File: src/hdl/rtdh_pkg.sv
// Shared constants, codes and types for the ring time-difference histogram.
`timescale 1ns / 1ps
package rtdh_pkg;

  localparam int RINGS_DEFAULT = 24;
  localparam int BINS_DEFAULT  = 32768;

  localparam int RING_IN_W   = 6;
  localparam int TIME_W      = 24;
  localparam int TS_W        = 20;
  localparam int TS_SHIFT    = 4;    // timestamp is scaled by 16
  localparam int BIN_INDEX_W = 15;
  localparam int READ_BIN_W  = 15;
  localparam int COUNT_W     = 32;

  localparam logic [COUNT_W-1:0] COUNT_MAX = '1;

  typedef enum logic {
    OP_ACCUM = 1'b0,
    OP_READ  = 1'b1
  } op_t;

  typedef enum logic {
    ST_CLEAR,
    ST_RUN
  } state_t;

  typedef struct packed {
    op_t                   operation;
    logic [RING_IN_W-1:0]  ring;
    logic                  ring_hit;
    logic                  fold_positive;
    logic [TIME_W-1:0]     cfd_time;
    logic [TS_W-1:0]       timestamp;
    logic                  rf_present;
    logic [TIME_W-1:0]     rf_time;
    logic [READ_BIN_W-1:0] read_bin;
  } req_t;

endpackage

File: src/hdl/rtdh_bin.sv
// Bin selection from CFD time, timestamp and RF reference.
`timescale 1ns / 1ps
module rtdh_bin #(
  parameter int BINS  = rtdh_pkg::BINS_DEFAULT,
  parameter int BIN_W = $clog2(BINS)
) (
  input  logic [rtdh_pkg::TIME_W-1:0]        cfd_time,
  input  logic [rtdh_pkg::TS_W-1:0]          timestamp,
  input  logic                               rf_present,
  input  logic signed [rtdh_pkg::TIME_W-1:0] rf_time,
  output logic [BIN_W-1:0]                   bin
);
  import rtdh_pkg::*;

  localparam int DIFF_W = TIME_W + 3;
  localparam logic signed [DIFF_W-1:0] HALF   = DIFF_W'(BINS / 2);
  localparam logic signed [DIFF_W-1:0] BINS_S = DIFF_W'(BINS);
  localparam logic [BIN_W-1:0] BIN_UNDER = BIN_W'(BINS - 2);
  localparam logic [BIN_W-1:0] BIN_OVER  = BIN_W'(BINS - 3);
  localparam logic [BIN_W-1:0] BIN_NO_RF = BIN_W'(BINS - 4);

  logic signed [DIFF_W-1:0] cfd_ext, ts_ext, t0_ext, u;

  assign cfd_ext = $signed({3'b000, cfd_time});
  assign ts_ext  = $signed({3'b000, timestamp, {TS_SHIFT{1'b0}}});
  assign t0_ext  = $signed({{3{rf_time[TIME_W-1]}}, rf_time});
  assign u       = cfd_ext - ts_ext - t0_ext + HALF;

  always_comb begin
    if (!rf_present) begin
      bin = BIN_NO_RF;
    end else if (u[DIFF_W-1]) begin
      bin = BIN_UNDER;
    end else if (u >= BINS_S) begin
      bin = BIN_OVER;
    end else begin
      bin = u[BIN_W-1:0];
    end
  end

endmodule

File: config.mk
export PLATFORM = sky130hd
export DESIGN_NAME = rtdh_bin
export DESIGN_NICKNAME = d
export VERILOG_FILES = /design/src/hdl/rtdh_pkg.sv /design/src/hdl/rtdh_bin.sv
export SDC_FILE = /design/constraint.sdc
export NUM_CORES = 1
export LEC_CHECK = 0
export ABC_AREA = 1
export BUFFER_PORTS_ARGS = -buffer_cell sky130_fd_sc_hd__buf_4
export CORE_MARGIN = 2
export CORE_UTILIZATION = 30
export DETAILED_ROUTE_END_ITERATION = 12
export GPL_TIMING_DRIVEN = 0
export PLACE_DENSITY = 0.55
export SYNTH_ARGS = -nofsm -noshare
export SYNTH_HDL_FRONTEND = slang
export SYNTH_SLANG_ARGS = --single-unit
File: constraint.sdc
create_clock -name vclk -period 3.7
set_input_delay 0.37 -clock vclk [all_inputs]
set_output_delay 0.37 -clock vclk [all_outputs]
set_load 0.01 [all_outputs]
==> flow_results.xml, run 1 <==
<?xml version="1.0" encoding="UTF-8"?>
<metrics>
  <group name="pwr">
    <metric name="design_power_total" unit="mW">2.10</metric>
    <metric name="power_frac_seq" unit="%">0</metric>
    <metric name="ir_worst_vdd" unit="V">0.000101</metric>
    <metric name="internal_power" unit="mW">0.915</metric>
    <metric name="power_density" unit="nW/um^2">370</metric>
    <metric name="power.combinational.fraction" unit="%">100.0</metric>
    <metric name="switching_share" unit="%">56.4</metric>
    <metric name="power.clock.fraction" unit="%">0</metric>
    <metric name="total_leakage_power" unit="nW">3.08</metric>
    <metric name="power_spent_charging_and_discharging_nets" unit="mW">1.19</metric>
  </group>
  <group name="place">
    <metric name="place_congestion" unit="">0.862</metric>
    <metric name="dp_hpwl" unit="um">8900</metric>
    <metric name="numPlacedInstances" unit="">861</metric>
    <metric name="placement.io_buffers" unit="">84</metric>
    <metric name="detailedPlace.worstSlack" unit="ns">-0.960</metric>
  </group>
  <group name="final_layout">
    <metric name="nClkBuffers" unit="">0</metric>
    <metric name="filler_cell_count" unit="">1182</metric>
    <metric name="post_route_cells_drive_above_1_share" unit="%">41.2</metric>
    <metric name="flow.area_growth_from_synthesis" unit="%">59.3</metric>
    <metric name="multi_input_area" unit="sq um">3880</metric>
    <metric name="flops_and_latches" unit="">0</metric>
    <metric name="antenna_cells" unit="">0</metric>
    <metric name="finish.cell_count_without_fillers" unit="">896</metric>
    <metric name="final_nets" unit="">896</metric>
    <metric name="core_occupancy_in_the_finished_layout" unit="%">49.3</metric>
    <metric name="sequential_cell_area" unit="sq um">0</metric>
    <metric name="layout_common_cells" unit="">sky130_fd_sc_hd__nand2_1, sky130_fd_sc_hd__inv_1, sky130_fd_sc_hd__buf_4</metric>
    <metric name="most_frequent_standard_cell_in_the_layout_excluding_fill_and_tap_cells" unit="">sky130_fd_sc_hd__nand2_1</metric>
  </group>
  <group name="global_routing">
    <metric name="globalRoute.busiestLayer" unit="">met2</metric>
    <metric name="grtUsageTotal" unit="%">16.2</metric>
    <metric name="grt_use_met1" unit="%">20.7</metric>
    <metric name="globalRouteMet3Util" unit="%">0.375</metric>
    <metric name="first_global_vias" unit="">4076</metric>
    <metric name="grt_overflow_total" unit="">0</metric>
    <metric name="grt_start_max_net_pins" unit="">6</metric>
    <metric name="grt.met2_usage" unit="%">31.5</metric>
    <metric name="grt_pass1_wl" unit="um">17700</metric>
    <metric name="grt_antenna_before_repair" unit="">0</metric>
  </group>
  <group name="clock_network">
    <metric name="cts_hold_buf" unit="">0</metric>
  </group>
  <group name="timing">
    <metric name="timing.fmax" unit="MHz">223</metric>
    <metric name="finalHoldViolations" unit="">0</metric>
    <metric name="tightestPinTransition" unit="ns">0.327</metric>
    <metric name="finalCritPeriodShare" unit="%">121</metric>
    <metric name="timing.final.crit_period" unit="ns">4.48</metric>
    <metric name="max-slew-margin-rel" unit="%">78.1</metric>
    <metric name="rsz0062_at_grt" unit="">true</metric>
    <metric name="final.setup.worst_slack" unit="ns">-0.780</metric>
    <metric name="setup_viol" unit="">15</metric>
    <metric name="slew_violations" unit="">0</metric>
  </group>
  <group name="critical_path">
    <metric name="crit_type" unit="">in2out</metric>
    <metric name="timing.critical_path.slowest_cell_delay" unit="ns">0.33</metric>
    <metric name="cp.buffers_inverters" unit="">7</metric>
    <metric name="critical_path_arrival" unit="ns">4.11</metric>
    <metric name="crit_path_start_kind" unit="">input pin</metric>
    <metric name="crit_slowest_cell" unit="">sky130_fd_sc_hd__ha_4</metric>
    <metric name="category_of_the_worst_setup_path_capture_point" unit="">output port</metric>
    <metric name="critPathRequiredTime" unit="ns">3.33</metric>
    <metric name="worst_path_most_repeated_cell" unit="">sky130_fd_sc_hd__nand2_1</metric>
    <metric name="critical_path.top_delay_family" unit="">simple AND/OR/NAND/NOR gates</metric>
    <metric name="crit_path_max_fanout" unit="">5</metric>
  </group>
  <group name="hold_path">
    <metric name="worst_hold_startpoint" unit="">rf_present</metric>
    <metric name="worstHoldEndpoint" unit="">bin[1]</metric>
    <metric name="min_delay_path_depth" unit="">4</metric>
    <metric name="hold_path.class" unit="">in2out</metric>
  </group>
  <group name="run_status">
    <metric name="violations" unit="">DRC, setup timing</metric>
    <metric name="status" unit="">finished with violations</metric>
  </group>
  <group name="detailed_routing">
    <metric name="routed_via_density" unit="">4.61</metric>
    <metric name="route.detailed.drc" unit="">4</metric>
    <metric name="dr_total_vias" unit="">4132</metric>
    <metric name="number_of_optimization_iterations_in_the_first_detailed_route_pass" unit="">8</metric>
    <metric name="drt.antenna.violating_nets" unit="">0</metric>
    <metric name="wl" unit="um">10700</metric>
    <metric name="wl_per_cell" unit="um">11.9</metric>
    <metric name="drt_first_iter_violations" unit="">72</metric>
  </group>
  <group name="die">
    <metric name="core_region_area" unit="sq um">11500</metric>
    <metric name="horizontal_extent_of_the_die" unit="um">113</metric>
    <metric name="die-area" unit="sq um">12800</metric>
    <metric name="die_y" unit="um">113</metric>
    <metric name="placementRows" unit="">39</metric>
    <metric name="floorplan.io_pins" unit="">84</metric>
    <metric name="initial_utilization" unit="%">30.9</metric>
  </group>
  <group name="logic_synthesis">
    <metric name="synth_top_cell_by_area" unit="">sky130_fd_sc_hd__ha_1</metric>
    <metric name="gate_count_post_synth" unit="">634</metric>
    <metric name="synth.yosys.warnings" unit="">0</metric>
    <metric name="synth.net_count" unit="">775</metric>
    <metric name="synth_top_area_share" unit="%">24.6</metric>
    <metric name="yosys-top-cells-area" unit="">sky130_fd_sc_hd__ha_1, sky130_fd_sc_hd__nand2_1, sky130_fd_sc_hd__inv_1</metric>
    <metric name="syn_area" unit="sq um">3560</metric>
    <metric name="yosysSeqAreaShare" unit="%">0</metric>
    <metric name="synth_cell_types" unit="">30</metric>
    <metric name="post_synth.cell_area_avg" unit="sq um">5.62</metric>
  </group>
  <group name="run">
    <metric name="maxCapViolations" unit="">0</metric>
  </group>
</metrics>
## how the worst max path moves through the flow
stage               slack (ns)          from  endpoint  cells past startpoint
CTS                      -0.68   cfd_time[9]   bin[11]                     32
global placement         -0.93  cfd_time[18]   bin[12]                     28
global route             -1.00  timestamp[3]    bin[8]                     33
floorplan                -0.08  timestamp[3]   bin[10]                     29
finish                   -0.78  timestamp[3]   bin[11]                     33
detailed placement       -0.96  cfd_time[18]   bin[12]                     28
## repair_timing
action,4_1_cts,5_1_grt
pin swaps,21,57
buffers inserted,26,10
gates resized for setup,102,70
gates cloned,1,0
setup endpoints to repair,15,15
## per-stage QoR
step           TNS [ns]  cell area (sq um)  hold slack [ns]
6_report         -10.77               5670             1.01
4_1_cts           -9.51               5330             1.01
3_3_place_gp     -13.08               4720             1.01
2_1_floorplan    -0.762               3910            0.836
3_5_place_dp     -13.42               4720             1.01
5_1_grt          -14.13               5670             1.06
## routing by layer
| layer | wire, um | part of all wire [%] | up-vias |
|---|---|---|---|
| li1 | - | - | 2187 |
| met1 | 4770 | 45 | 1855 |
| met2 | 5410 | 51 | 80 |
| met3 | 333 | 3.1 | 10 |
| met4 | 168 | 1.6 | 0 |
| met5 | 0 | 0 | - |
## power groups by stage
stage	sequential [mW]	combinational (mW)	clock, mW
2_1_floorplan	0	1.24	0
3_3_place_gp	0	1.63	0
3_5_place_dp	0	1.64	0
4_1_cts	0	1.93	0
5_1_grt	0	2.31	0
6_report	0	2.10	0
## kinds of logic after synthesis
logic type | share of synthesized area [%]
and+or+nand+nor | 41.8
buffers and inverters | 16.8
adders and majority gates | 25.7
AOI/OAI and AO/OA | 8.08
xor gates and xnor gates | 7.62
## cell type report
class,instances,area share [%]
inverter,153,10.3
tap,143,3.15
multi-input combinational,480,68.3
timing repair buffer,120,18.2
## synth_stat cells (all sizes together)
library cell / instances
a2111oi: 1
nand2: 233
a31oi: 2
nor4: 2
and2: 1
a21oi: 30
nor2: 49
a21boi: 1
o21ai: 10
fa: 2
nand3: 26
buf: 1
xnor2: 17
o211ai: 3
o21a: 1
nand3b: 3
ha: 70
nand4: 11
a31o: 1
xor2: 14
nor3: 1
inv: 153
o21bai: 2
No activity file was read; power rests on OpenSTA's default activity.
==> inputs of run 2 (changes only) <==
Settings changed: CORE_MARGIN 2 to unset, GPL_TIMING_DRIVEN 0 to unset, SKIP_LAST_GASP set to 1.
==> run 2 against run 1 <==
The flow still finishes with violations (DRC, setup timing). Worst setup slack better by 0.22 ns. Hold slack got worse by 0.0068 ns. Global-route usage grew 0.10 points. Final cell count is 5.9% higher.
==> flow_results.xml, run 2 (synthesized netlist as in run 1, its figures left out) <==
<?xml version="1.0" encoding="UTF-8"?>
<metrics>
  <group name="critical_path">
    <metric name="crit_path_start_kind" unit="">input pin</metric>
    <metric name="critPathRequiredTime" unit="ns">3.33</metric>
    <metric name="crit_slowest_cell" unit="">sky130_fd_sc_hd__ha_1</metric>
    <metric name="worst_path_most_repeated_cell" unit="">sky130_fd_sc_hd__nand2_2</metric>
    <metric name="crit_type" unit="">in2out</metric>
    <metric name="category_of_the_worst_setup_path_capture_point" unit="">output port</metric>
    <metric name="crit_path_max_fanout" unit="">7</metric>
    <metric name="critical_path_arrival" unit="ns">3.89</metric>
    <metric name="timing.critical_path.slowest_cell_delay" unit="ns">0.32</metric>
  </group>
  <group name="place">
    <metric name="place_congestion" unit="">0.877</metric>
    <metric name="dp_hpwl" unit="um">9020</metric>
    <metric name="numPlacedInstances" unit="">940</metric>
    <metric name="placement.io_buffers" unit="">84</metric>
  </group>
  <group name="detailed_routing">
    <metric name="routed_via_density" unit="">4.43</metric>
    <metric name="drt.antenna.violating_nets" unit="">0</metric>
    <metric name="wl_per_cell" unit="um">10.7</metric>
    <metric name="drt_first_iter_violations" unit="">108</metric>
    <metric name="route.detailed.drc" unit="">8</metric>
    <metric name="dr_total_vias" unit="">4201</metric>
    <metric name="number_of_optimization_iterations_in_the_first_detailed_route_pass" unit="">8</metric>
    <metric name="wl" unit="um">10100</metric>
  </group>
  <group name="timing">
    <metric name="finalHoldViolations" unit="">0</metric>
    <metric name="slew_violations" unit="">0</metric>
    <metric name="timing.setup.tns" unit="ns">-8.09</metric>
    <metric name="finalCritPeriodShare" unit="%">115</metric>
    <metric name="tightestPinTransition" unit="ns">0.313</metric>
    <metric name="setup_viol" unit="">15</metric>
    <metric name="rsz0062_at_grt" unit="">true</metric>
    <metric name="final.setup.worst_slack" unit="ns">-0.559</metric>
    <metric name="hold_ws" unit="ns">1.01</metric>
    <metric name="max-slew-margin-rel" unit="%">79.1</metric>
    <metric name="timing.final.crit_period" unit="ns">4.26</metric>
    <metric name="timing.fmax" unit="MHz">235</metric>
  </group>
  <group name="pwr">
    <metric name="power_density" unit="nW/um^2">362</metric>
    <metric name="power_frac_seq" unit="%">0</metric>
    <metric name="power_spent_charging_and_discharging_nets" unit="mW">1.13</metric>
    <metric name="switching_share" unit="%">53.5</metric>
    <metric name="design_power_total" unit="mW">2.11</metric>
    <metric name="power.combinational.fraction" unit="%">100.0</metric>
    <metric name="power.clock.fraction" unit="%">0</metric>
    <metric name="total_leakage_power" unit="nW">3.23</metric>
    <metric name="ir_worst_vdd" unit="V">0.000100</metric>
    <metric name="internal_power" unit="mW">0.980</metric>
  </group>
  <group name="global_routing">
    <metric name="grt_overflow_total" unit="">0</metric>
    <metric name="grt_pass1_wl" unit="um">17200</metric>
    <metric name="grt_antenna_before_repair" unit="">0</metric>
    <metric name="first_global_vias" unit="">4099</metric>
    <metric name="grt_start_max_net_pins" unit="">8</metric>
    <metric name="grtUsageTotal" unit="%">16.3</metric>
  </group>
  <group name="die">
    <metric name="initial_utilization" unit="%">30.9</metric>
    <metric name="placementRows" unit="">39</metric>
    <metric name="die_y" unit="um">111</metric>
    <metric name="core_region_area" unit="sq um">11500</metric>
    <metric name="die-area" unit="sq um">12300</metric>
    <metric name="floorplan.io_pins" unit="">84</metric>
    <metric name="horizontal_extent_of_the_die" unit="um">111</metric>
  </group>
  <group name="final_layout">
    <metric name="layout_common_cells" unit="">sky130_fd_sc_hd__nand2_1, sky130_fd_sc_hd__buf_4, sky130_fd_sc_hd__inv_1</metric>
    <metric name="flow.area_growth_from_synthesis" unit="%">63.4</metric>
    <metric name="multi_input_area" unit="sq um">3670</metric>
    <metric name="core_occupancy_in_the_finished_layout" unit="%">50.5</metric>
    <metric name="filler_cell_count" unit="">1186</metric>
    <metric name="finish.cell_count_without_fillers" unit="">949</metric>
    <metric name="sequential_cell_area" unit="sq um">0</metric>
    <metric name="most_frequent_standard_cell_in_the_layout_excluding_fill_and_tap_cells" unit="">sky130_fd_sc_hd__nand2_1</metric>
    <metric name="post_route_cells_drive_above_1_share" unit="%">41.9</metric>
    <metric name="flops_and_latches" unit="">0</metric>
    <metric name="final_nets" unit="">949</metric>
    <metric name="antenna_cells" unit="">0</metric>
    <metric name="nClkBuffers" unit="">0</metric>
  </group>
  <group name="run_status">
    <metric name="status" unit="">finished with violations</metric>
    <metric name="violations" unit="">DRC, setup timing</metric>
  </group>
  <group name="hold_path">
    <metric name="hold_path.class" unit="">in2out</metric>
  </group>
  <group name="run">
    <metric name="maxCapViolations" unit="">0</metric>
  </group>
  <group name="clock_network">
    <metric name="cts_hold_buf" unit="">0</metric>
  </group>
</metrics>
-- run 2: changes by cell type in the layout (fill, tap and decap cells not counted), sizes merged --
| cell | before | now |
|---|---|---|
| inv | 153 | 154 |
| buf | 120 | 172 |
-- run 2: path summary, 6_finish.rpt --
kind / startpoint / end / cells after the start
setup / recovery: cfd_time[9] / bin[13] / 30
hold / removal: rf_present / bin[1] / 4
-- run 2: layout make-up --
type                            count  area share [%]
Tap cell                          143            3.07
Timing Repair Buffer              172            23.6
Inverter                          153            10.1
Multi-Input combinational cell    480            63.0
Timing Repair inverter              1           0.194
-- run 2: power by group through the flow --
stage | registers (mW) | logic, mW | clock network, mW
final | 0 | 2.11 | 0
after global routing | 0 | 2.34 | 0
after detailed placement | 0 | 1.87 | 0
after CTS | 0 | 1.99 | 0
after global placement | 0 | 1.86 | 0
after floorplan | 0 | 1.24 | 0
-- run 2: repair_timing --
item                       CTS  global route
gates cloned                 1             0
setup endpoints to repair   15            15
pin swaps                   34            47
resized for setup           58            62
buffers inserted             4             4
-- run 2: critical path: cells and delay by family --
family | cells | cell delay [ns]
compound gates | 4 | 0.56
xor+xnor | 1 | 0.17
fa+ha+maj | 3 | 0.89
buf+inv | 4 | 0.39
simple gates | 18 | 1.47
-- run 2: metal layers --
metal / vias to the layer above / GRT usage, % / part of all wire [%]
met3: 2 / 0.164 / 2.7
met4: 0 / 0.731 / 0.33
met2: 75 / 31.5 / 50
met1: 1832 / 21.1 / 47
li1: 2292 / - / -
met5: - / 0 / 0
-- run 2: metrics by stage --
stage	setup slack [ns]	cell area [sq um]
after floorplan	-0.0774	3910
after global placement	-0.744	5300
after detailed placement	-0.767	5300
after CTS	-0.586	5540
after global routing	-0.872	5820
final	-0.559	5820
==> inputs of run 3 (changes only) <==
Settings changed: PLACE_DENSITY 0.55 to 0.54, RECOVER_POWER set to 25.
==> run 3 against run 2 <==
The flow still finishes with violations (DRC, setup timing). Critical path depth did not move. Final cell count increased by 0.21%. Power decreased by 0.28%. Non-clock buffer count grew 2. Count of clock-buffer cells in the layout did not move. Highest routed layer unchanged. Fmax is 0.13% higher. Via count shrank 0.69%. Hold slack better by 0.0078 ns. Die area is the same.
==> flow_results.xml, run 3 (synthesized netlist as in run 1, its figures left out) <==
<?xml version="1.0" encoding="UTF-8"?>
<metrics>
  <group name="pwr">
    <metric name="power_density" unit="nW/um^2">362</metric>
    <metric name="ir_worst_vdd" unit="V">0.000103</metric>
    <metric name="total_leakage_power" unit="nW">3.21</metric>
  </group>
  <group name="timing">
    <metric name="finalCritPeriodShare" unit="%">115</metric>
    <metric name="slew_violations" unit="">0</metric>
    <metric name="max-slew-margin-rel" unit="%">78.4</metric>
    <metric name="rsz0062_at_grt" unit="">true</metric>
    <metric name="tightestPinTransition" unit="ns">0.324</metric>
    <metric name="finalHoldViolations" unit="">0</metric>
    <metric name="setup_viol" unit="">15</metric>
    <metric name="timing.final.crit_period" unit="ns">4.25</metric>
    <metric name="timing.setup.tns" unit="ns">-7.97</metric>
    <metric name="timing.fmax" unit="MHz">235</metric>
    <metric name="final.setup.worst_slack" unit="ns">-0.553</metric>
  </group>
  <group name="critical_path">
    <metric name="category_of_the_worst_setup_path_capture_point" unit="">output port</metric>
    <metric name="critPathRequiredTime" unit="ns">3.33</metric>
    <metric name="critical_path_arrival" unit="ns">3.88</metric>
    <metric name="crit_slowest_cell" unit="">sky130_fd_sc_hd__ha_4</metric>
    <metric name="timing.critical_path.slowest_cell_delay" unit="ns">0.31</metric>
    <metric name="crit_path_max_fanout" unit="">6</metric>
    <metric name="crit_path_start_kind" unit="">input pin</metric>
    <metric name="crit_type" unit="">in2out</metric>
    <metric name="worst_path_most_repeated_cell" unit="">sky130_fd_sc_hd__nand2_2</metric>
  </group>
  <group name="place">
    <metric name="placement.io_buffers" unit="">84</metric>
    <metric name="place_congestion" unit="">0.858</metric>
    <metric name="dp_hpwl" unit="um">9060</metric>
  </group>
  <group name="hold_path">
    <metric name="hold_path.class" unit="">in2out</metric>
    <metric name="min_delay_path_depth" unit="">4</metric>
  </group>
  <group name="global_routing">
    <metric name="grt_overflow_total" unit="">0</metric>
    <metric name="grt_pass1_wl" unit="um">17500</metric>
    <metric name="grtUsageTotal" unit="%">16.6</metric>
    <metric name="first_global_vias" unit="">4046</metric>
    <metric name="grt_start_max_net_pins" unit="">8</metric>
    <metric name="grt_antenna_before_repair" unit="">0</metric>
  </group>
  <group name="run_status">
    <metric name="status" unit="">finished with violations</metric>
    <metric name="violations" unit="">DRC, setup timing</metric>
  </group>
  <group name="die">
    <metric name="die_y" unit="um">111</metric>
    <metric name="horizontal_extent_of_the_die" unit="um">111</metric>
    <metric name="floorplan.io_pins" unit="">84</metric>
    <metric name="initial_utilization" unit="%">30.9</metric>
    <metric name="die-area" unit="sq um">12300</metric>
    <metric name="placementRows" unit="">39</metric>
    <metric name="core_region_area" unit="sq um">11500</metric>
  </group>
  <group name="final_layout">
    <metric name="sequential_cell_area" unit="sq um">0</metric>
    <metric name="core_occupancy_in_the_finished_layout" unit="%">50.4</metric>
    <metric name="most_frequent_standard_cell_in_the_layout_excluding_fill_and_tap_cells" unit="">sky130_fd_sc_hd__nand2_1</metric>
    <metric name="post_route_cells_drive_above_1_share" unit="%">42.5</metric>
    <metric name="layout_common_cells" unit="">sky130_fd_sc_hd__nand2_1, sky130_fd_sc_hd__buf_4, sky130_fd_sc_hd__inv_1</metric>
    <metric name="flops_and_latches" unit="">0</metric>
    <metric name="nClkBuffers" unit="">0</metric>
    <metric name="final_nets" unit="">951</metric>
    <metric name="flow.area_growth_from_synthesis" unit="%">63.1</metric>
    <metric name="antenna_cells" unit="">0</metric>
  </group>
  <group name="detailed_routing">
    <metric name="routed_via_density" unit="">4.39</metric>
    <metric name="wl_per_cell" unit="um">11.0</metric>
    <metric name="drt.antenna.violating_nets" unit="">0</metric>
    <metric name="drt_first_iter_violations" unit="">100</metric>
    <metric name="wl" unit="um">10400</metric>
    <metric name="route.detailed.drc" unit="">4</metric>
    <metric name="number_of_optimization_iterations_in_the_first_detailed_route_pass" unit="">8</metric>
    <metric name="dr_total_vias" unit="">4172</metric>
  </group>
  <group name="run">
    <metric name="maxCapViolations" unit="">0</metric>
  </group>
</metrics>
==> run 3: cell count changes in the layout (fill, tap and decap cells not counted), moves of 3 or more <==
| cell | before | now |
|---|---|---|
| sky130_fd_sc_hd__inv_1 | 135 | 139 |
| sky130_fd_sc_hd__nand2_4 | 16 | 10 |
| sky130_fd_sc_hd__inv_2 | 15 | 10 |
| sky130_fd_sc_hd__nand2_2 | 40 | 49 |
| sky130_fd_sc_hd__nand2_1 | 177 | 174 |
| sky130_fd_sc_hd__buf_6 | 22 | 18 |
| sky130_fd_sc_hd__buf_4 | 150 | 156 |
==> run 3: power by group <==
part           internal, mW  total, mW  leakage [nW]  switching [mW]
Combinational         0.981       2.10          3.21            1.12
Clock                     0          0             0               0
Sequential                0          0             0               0
==> run 3: path summary, 6_finish.rpt <==
check   startpoint      to  slack, ns
max    cfd_time[9]  bin[7]      -0.55
min     rf_present  bin[1]       1.01
==> run 3: repair_timing <==
| item | CTS | global route |
|---|---|---|
| setup endpoints to repair | 15 | 15 |
| setup buffers | 6 | 3 |
| pin swaps | 27 | 55 |
| gates resized for setup | 40 | 74 |
| hold buffers | 0 | 0 |
| gates cloned | 1 | 0 |
==> run 3: worst max-delay path: cells and delay by family <==
family                   cells  cell delay [ns]
XOR/XNOR                     1             0.22
buffers and inverters        3             0.35
adder cells (fa/ha/maj)      3             0.81
AND/OR/NAND/NOR             19             1.57
AO/OA/AOI/OAI                4             0.56
==> run 3: area by class of cell <==
class,count,area [sq um]
repair inverters,1,11.3
repair buffers,174,1370
multi-input cells,480,3660
inverters,153,589
fillers,1200,5710
well taps,143,179
==> run 3: metal layers <==
layer	up-vias	track usage [%]	share of wire, %
met2	65	31.7	50
met4	0	0.731	0.43
li1	2301	-	-
met5	-	0	0
met1	1802	21.7	47
met3	4	0.328	2.0
==> run 3: per-stage QoR <==
step | setup WS (ns) | hold slack (ns) | cell area, sq um | power (mW) | cells
after floorplan | -0.0774 | 0.836 | 3910 | 1.24 | 634
after global placement | -0.745 | 1.01 | 5310 | 1.86 | 941
after detailed placement | -0.751 | 1.02 | 5310 | 1.87 | 941
after CTS | -0.616 | 1.02 | 5500 | 1.95 | 948
after global routing | -0.836 | 1.05 | 5810 | 2.33 | 951
final | -0.553 | 1.01 | 5810 | 2.10 | 951
